**src/rtl/core/bhq_pkg.sv**
```systemverilog
`timescale 1ns / 1ps

package bhq_pkg;

  localparam int OpWidth       = 2;
  localparam int KeyFieldWidth = 32;
  localparam int SlotWidth     = 10;
  localparam int StatusWidth   = 2;
  localparam int EntriesWidth  = 11;
  localparam int InDataWidth   = 48;
  localparam int OutDataWidth  = 80;

  typedef enum logic [OpWidth-1:0] {
    OP_INSERT,
    OP_POP,
    OP_REMOVE,
    OP_REPLACE
  } op_t;

  typedef enum logic [StatusWidth-1:0] {
    STATUS_OK,
    STATUS_FULL,
    STATUS_EMPTY,
    STATUS_BEYOND
  } status_t;

  typedef struct packed {
    logic    load_in;
    logic    ins_start;
    logic    pop_start;
    logic    rm_start;
    logic    rp_read;
    logic    pop_load;
    logic    rm_load;
    logic    rp_load;
    logic    rd_parent;
    logic    rd_child;
    logic    move_up;
    logic    move_down;
    logic    place;
    logic    set_status;
    status_t status;
    logic    out_load;
  } cmd_t;

  typedef struct packed {
    op_t  op;
    logic full;
    logic empty;
    logic beyond;
    logic count_zero;
    logic last_slot;
    logic idx_zero;
    logic no_child;
    logic up_less;
    logic rp_less;
    logic down_less;
  } stat_t;

endpackage

```
**src/rtl/core/bhq_ctrl.sv**
```systemverilog
`timescale 1ns / 1ps

module bhq_ctrl (
  input  logic          clk,
  input  logic          rst,
  input  logic          in_valid,
  output logic          in_ready,
  output logic          out_valid,
  input  logic          out_ready,
  input  bhq_pkg::stat_t stat,
  output bhq_pkg::cmd_t  cmd
);

  typedef enum logic [3:0] {
    S_IDLE,
    S_DECODE,
    S_POP_LD,
    S_RM_LD,
    S_RP_LD,
    S_UP_RD,
    S_UP_EV,
    S_DN_RD,
    S_DN_EV,
    S_DONE
  } state_t;

  state_t state;
  logic   first;

  assign in_ready = (state == S_IDLE);

  always_comb begin
    cmd        = '0;
    cmd.status = bhq_pkg::STATUS_OK;
    case (state)
      S_IDLE: begin
        cmd.load_in = in_valid;
      end
      S_DECODE: begin
        case (stat.op)
          bhq_pkg::OP_INSERT: begin
            if (stat.full) begin
              cmd.set_status = 1'b1;
              cmd.status     = bhq_pkg::STATUS_FULL;
            end else begin
              cmd.ins_start = 1'b1;
            end
          end
          bhq_pkg::OP_POP: begin
            if (stat.empty) begin
              cmd.set_status = 1'b1;
              cmd.status     = bhq_pkg::STATUS_EMPTY;
            end else begin
              cmd.pop_start = 1'b1;
            end
          end
          default: begin
            if (stat.empty) begin
              cmd.set_status = 1'b1;
              cmd.status     = bhq_pkg::STATUS_EMPTY;
            end else if (stat.beyond) begin
              cmd.set_status = 1'b1;
              cmd.status     = bhq_pkg::STATUS_BEYOND;
            end else if (stat.op == bhq_pkg::OP_REMOVE) begin
              cmd.rm_start = 1'b1;
            end else begin
              cmd.rp_read = 1'b1;
            end
          end
        endcase
      end
      S_POP_LD: begin
        cmd.pop_load = !stat.count_zero;
      end
      S_RM_LD: begin
        cmd.rm_load = 1'b1;
      end
      S_RP_LD: begin
        cmd.rp_load = 1'b1;
      end
      S_UP_RD: begin
        if (stat.idx_zero) begin
          cmd.place = !first;
        end else begin
          cmd.rd_parent = 1'b1;
        end
      end
      S_UP_EV: begin
        if (stat.up_less) begin
          cmd.move_up = 1'b1;
        end else begin
          cmd.place = !first;
        end
      end
      S_DN_RD: begin
        if (stat.no_child) begin
          cmd.place = 1'b1;
        end else begin
          cmd.rd_child = 1'b1;
        end
      end
      S_DN_EV: begin
        if (stat.down_less) begin
          cmd.move_down = 1'b1;
        end else begin
          cmd.place = 1'b1;
        end
      end
      S_DONE: begin
        cmd.out_load = !out_valid || out_ready;
      end
      default: begin
        cmd = '0;
      end
    endcase
  end

  always_ff @(posedge clk) begin
    if (rst) begin
      state     <= S_IDLE;
      first     <= 1'b0;
      out_valid <= 1'b0;
    end else begin
      if (cmd.out_load) begin
        out_valid <= 1'b1;
      end else if (out_ready) begin
        out_valid <= 1'b0;
      end
      case (state)
        S_IDLE: begin
          if (in_valid) begin
            state <= S_DECODE;
          end
        end
        S_DECODE: begin
          first <= 1'b0;
          if (cmd.set_status) begin
            state <= S_DONE;
          end else begin
            case (stat.op)
              bhq_pkg::OP_INSERT: state <= S_UP_RD;
              bhq_pkg::OP_POP:    state <= S_POP_LD;
              bhq_pkg::OP_REMOVE: state <= S_RM_LD;
              default:            state <= S_RP_LD;
            endcase
          end
        end
        S_POP_LD: begin
          state <= stat.count_zero ? S_DONE : S_DN_RD;
        end
        S_RM_LD: begin
          first <= 1'b1;
          state <= stat.last_slot ? S_DONE : S_UP_RD;
        end
        S_RP_LD: begin
          state <= stat.rp_less ? S_UP_RD : S_DN_RD;
        end
        S_UP_RD: begin
          if (stat.idx_zero) begin
            state <= first ? S_DN_RD : S_DONE;
          end else begin
            state <= S_UP_EV;
          end
        end
        S_UP_EV: begin
          if (stat.up_less) begin
            first <= 1'b0;
            state <= S_UP_RD;
          end else begin
            state <= first ? S_DN_RD : S_DONE;
          end
        end
        S_DN_RD: begin
          state <= stat.no_child ? S_DONE : S_DN_EV;
        end
        S_DN_EV: begin
          state <= stat.down_less ? S_DN_RD : S_DONE;
        end
        S_DONE: begin
          if (cmd.out_load) begin
            state <= S_IDLE;
          end
        end
        default: begin
          state <= S_IDLE;
        end
      endcase
    end
  end

endmodule

```
**config.mk**
```make
export PLATFORM = sky130hd
export DESIGN_NAME = bhq_ctrl
export DESIGN_NICKNAME = d
export VERILOG_FILES = /design/src/rtl/core/bhq_pkg.sv /design/src/rtl/core/bhq_ctrl.sv
export SDC_FILE = /design/constraint.sdc
export NUM_CORES = 1
export LEC_CHECK = 0
export BUFFER_PORTS_ARGS = -buffer_cell sky130_fd_sc_hd__buf_2
export CAP_MARGIN = 20
export CORE_UTILIZATION = 44
export DETAILED_ROUTE_END_ITERATION = 6
export PLACE_DENSITY = 0.84
export SLEW_MARGIN = 20
export SYNTH_ARGS = -nofsm -noshare
export SYNTH_HDL_FRONTEND = slang
export SYNTH_SLANG_ARGS = --single-unit
```
**constraint.sdc**
```tcl
create_clock -name clk -period 2.1 [get_ports clk]
set_input_delay 0.42 -clock clk [delete_from_list [all_inputs] [get_ports clk]]
set_output_delay 0.42 -clock clk [all_outputs]
set_load 0.02 [all_outputs]
```
==> reports/metrics.cfg <==
[status]
status = finished, final reports clean

[synth]
yosysSeqAreaShare_pct = 17.3
ys_ff_latch = 6
synth_cell_types = 37
yosys_warnings = 0
syn_area_per_cell_um2 = 7.01
syn_inst = 99
synthesis.area_um2 = 694
syn_nets = 118

[critical_path]
critPathRequiredTime_ns = 1.68
cp.arrival_ns = 1.59
slowest_stage = dfxtp_1
crit_chain = or2_4, or2_4, nor4b_2, buf_2
end_kind = output port
path_delay_family = simple AND/OR/NAND/NOR gates
crit_path_start_kind = register
cp_slowest_stage_delay_ns = 0.35
cp_max_fo = 7
critPathKind = reg -> out
cpMostUsedCell = or2_4
critical_path_buf_inv_count = 1

[floorplanning]
core-area_um2 = 1380
die-width_um = 41.7
pin_count = 35
die_h_um = 41.7
start_util_pct = 50.2
die-area_um2 = 1740
num_rows = 13

[routing]
avgRoutedWirePerCell_um = 13.8
vias = 869
viasPerCell = 5.83
ant_nets = 0
drtIter0Drc = 19
drc_errors = 0
drt-total-wl_mm = 2.05
drtPass1Iterations = 4

[placed_design]
dpl_cell_area_um2 = 887
hpwl_mm = 1.58
numPortBuffers = 34
place_congestion = 0.906
dp.cells = 146

[timing]
hold_viol_final = 0
slew_violations = 0
worstMarginPinSlew_ns = 0.310
setup_viol_count_final = 0
finalCritPeriodShare_pct = 95.6
slew_headroom_pct = 78.8
clock_skew_ns = 0.00631
rsz0062_at_grt = true
max_freq_mhz = 498
period_needed_ns = 2.01

[clocking]
htreeDepth = 1
clockBufferDepth = 2
cts_tree = yes
root_buffer = clkbuf_4
clk_latency_ns = 0.26
cts.clk_slew.worst_paths_ns = 0.05
cts_hold_buf = 0
cts_buffers = 3
cts.sinks = 6

[finish]
final_cell_mix = buf_2, nor2_1, o21ai_0, a21oi_1, nand2b_1
stdcell_area_um2 = 937
area_delta_synth_final_pct = 35.0
antenna_cells = 0
final_cells = 149
layout-drive-gt1-share_pct = 40.3
nFillCells = 133
layout_commonest_cell = buf_2
nets = 155

[job]
max_cap_viol_count = 0

[pwr]
p_leak_nw = 0.440
power.density_nw_per_um2 = 839
vdd_drop_max_mv = 0.546

[global_route]
grt_max_degree = 13
grt.overflow.total = 0
antenna_found_initial = 0
grt_pass1_wl_mm = 3.41
gr-usage-all-layers_pct = 25.0
grt_pass1_vias = 822

[hold_path]
hold_path.class = in -> reg

layer usage:
| metal | global-route usage [%] | share of wire (%) | up-vias | wire (µm) |
|---|---|---|---|---|
| met1 | 27.2 | 42 | 396 | 861 |
| li1 | - | - | 435 | - |
| met3 | 9.57 | 6.2 | 2 | 128 |
| met2 | 43.4 | 51 | 36 | 1050 |
| met4 | 9.03 | 0.54 | 0 | 11 |
| met5 | 0 | 0 | - | 0 |
registers in the layout, indices dropped and copies added, names as in the netlist:
| register | count |
|---|---|
| first | 1 |
| state | 4 |
| out_valid | 1 |
through the flow:
step                TNS (ns)  setup slack [ns]  power [W]  util (%)  hold WS [ns]
finish                     0            0.0916   0.000786      67.8         0.393
global route         -0.0308           -0.0308   0.000843      67.8         0.389
CTS                        0           0.00739   0.000764      66.0         0.396
floorplan                  0             0.181   0.000515         -         0.488
detailed placement         0             0.142   0.000641      64.2         0.534
global placement           0             0.221   0.000633      64.2         0.520
path summary, 6_finish.rpt:
path                            startpoint        end  slack, ns  cells after the start
worst min-delay path                   rst   state[2]       0.39                      2
worst min register to register   out_valid  out_valid       0.54                      2
worst max register to register    state[3]   state[2]       0.49                      4
worst max-delay path              state[3]    cmd[12]       0.09                      4
logic make-up (layout without fill, tap and decap cells):
kind of cell / count (synthesis) / count (layout) / synth area share [%]
AND/OR/NAND/NOR: 51 / 51 / 41.4
AO/OA/AOI/OAI: 26 / 26 / 25.2
buffers and inverters: 11 / 46 / 7.39
flip-flops: 6 / 6 / 17.3
adder cells (fa/ha/maj): 3 / 3 / 5.41
multiplexers: 2 / 2 / 3.24
power by group:
part	total [W]	internal [W]	leakage (nW)	switching (W)
logic	0.000492	0.000205	0.377	0.000287
registers	0.000181	0.000142	0.0496	0.0000389
clock network	0.000113	0.0000651	0.0138	0.0000478
layout make-up:
type | instances | area [µm²] | area share [%]
Inverter | 5 | 18.8 | 2.00
Tap cell | 15 | 18.8 | 2.00
Sequential cell | 6 | 121 | 13.0
Timing Repair Buffer | 38 | 200 | 21.4
Multi-Input combinational cell | 82 | 556 | 59.3
Clock buffer | 3 | 22.5 | 2.40
synthesized netlist by cell type:
cell type | number | share of area (%)
buf_2 | 1 | 0.72
and3_1 | 2 | 1.8
a211oi_1 | 1 | 1.1
nor4_1 | 2 | 1.8
buf_6 | 1 | 1.6
o21ai_0 | 8 | 5.8
o311a_1 | 1 | 1.4
a221oi_1 | 1 | 1.3
a21bo_2 | 1 | 1.4
dfxtp_1 | 6 | 17
clkbuf_1 | 3 | 1.6
nor3b_1 | 4 | 4.3
a21oi_1 | 8 | 5.8
inv_1 | 5 | 2.7
a2111oi_0 | 1 | 1.3
nand4bb_1 | 1 | 1.6
nor4b_1 | 1 | 1.3
and2_1 | 1 | 0.90
nand2_1 | 5 | 2.7
a41oi_1 | 1 | 1.3
nor2_1 | 11 | 5.9
nor3_1 | 7 | 5.0
or2_2 | 1 | 0.90
a22oi_1 | 1 | 1.1
nand4_1 | 1 | 0.90
and4_1 | 1 | 1.3
or3_1 | 1 | 0.90
clkbuf_2 | 1 | 0.72
nand3b_1 | 2 | 2.2
or2_1 | 2 | 1.8
a221o_1 | 1 | 1.4
nand2b_1 | 6 | 5.4
mux2_2 | 2 | 3.2
o41ai_1 | 1 | 1.3
nor2b_1 | 3 | 2.7
a311oi_2 | 1 | 2.2
ha_1 | 3 | 5.4
what timing repair did:
action	4_1_cts	5_1_grt
setup endpoints to repair	1	5
gates resized for setup	1	6
hold endpoints to repair	0	0
gates cloned	0	0
pin swaps	0	0
buffers inserted	0	0
Power figures use the tool's default switching activity.
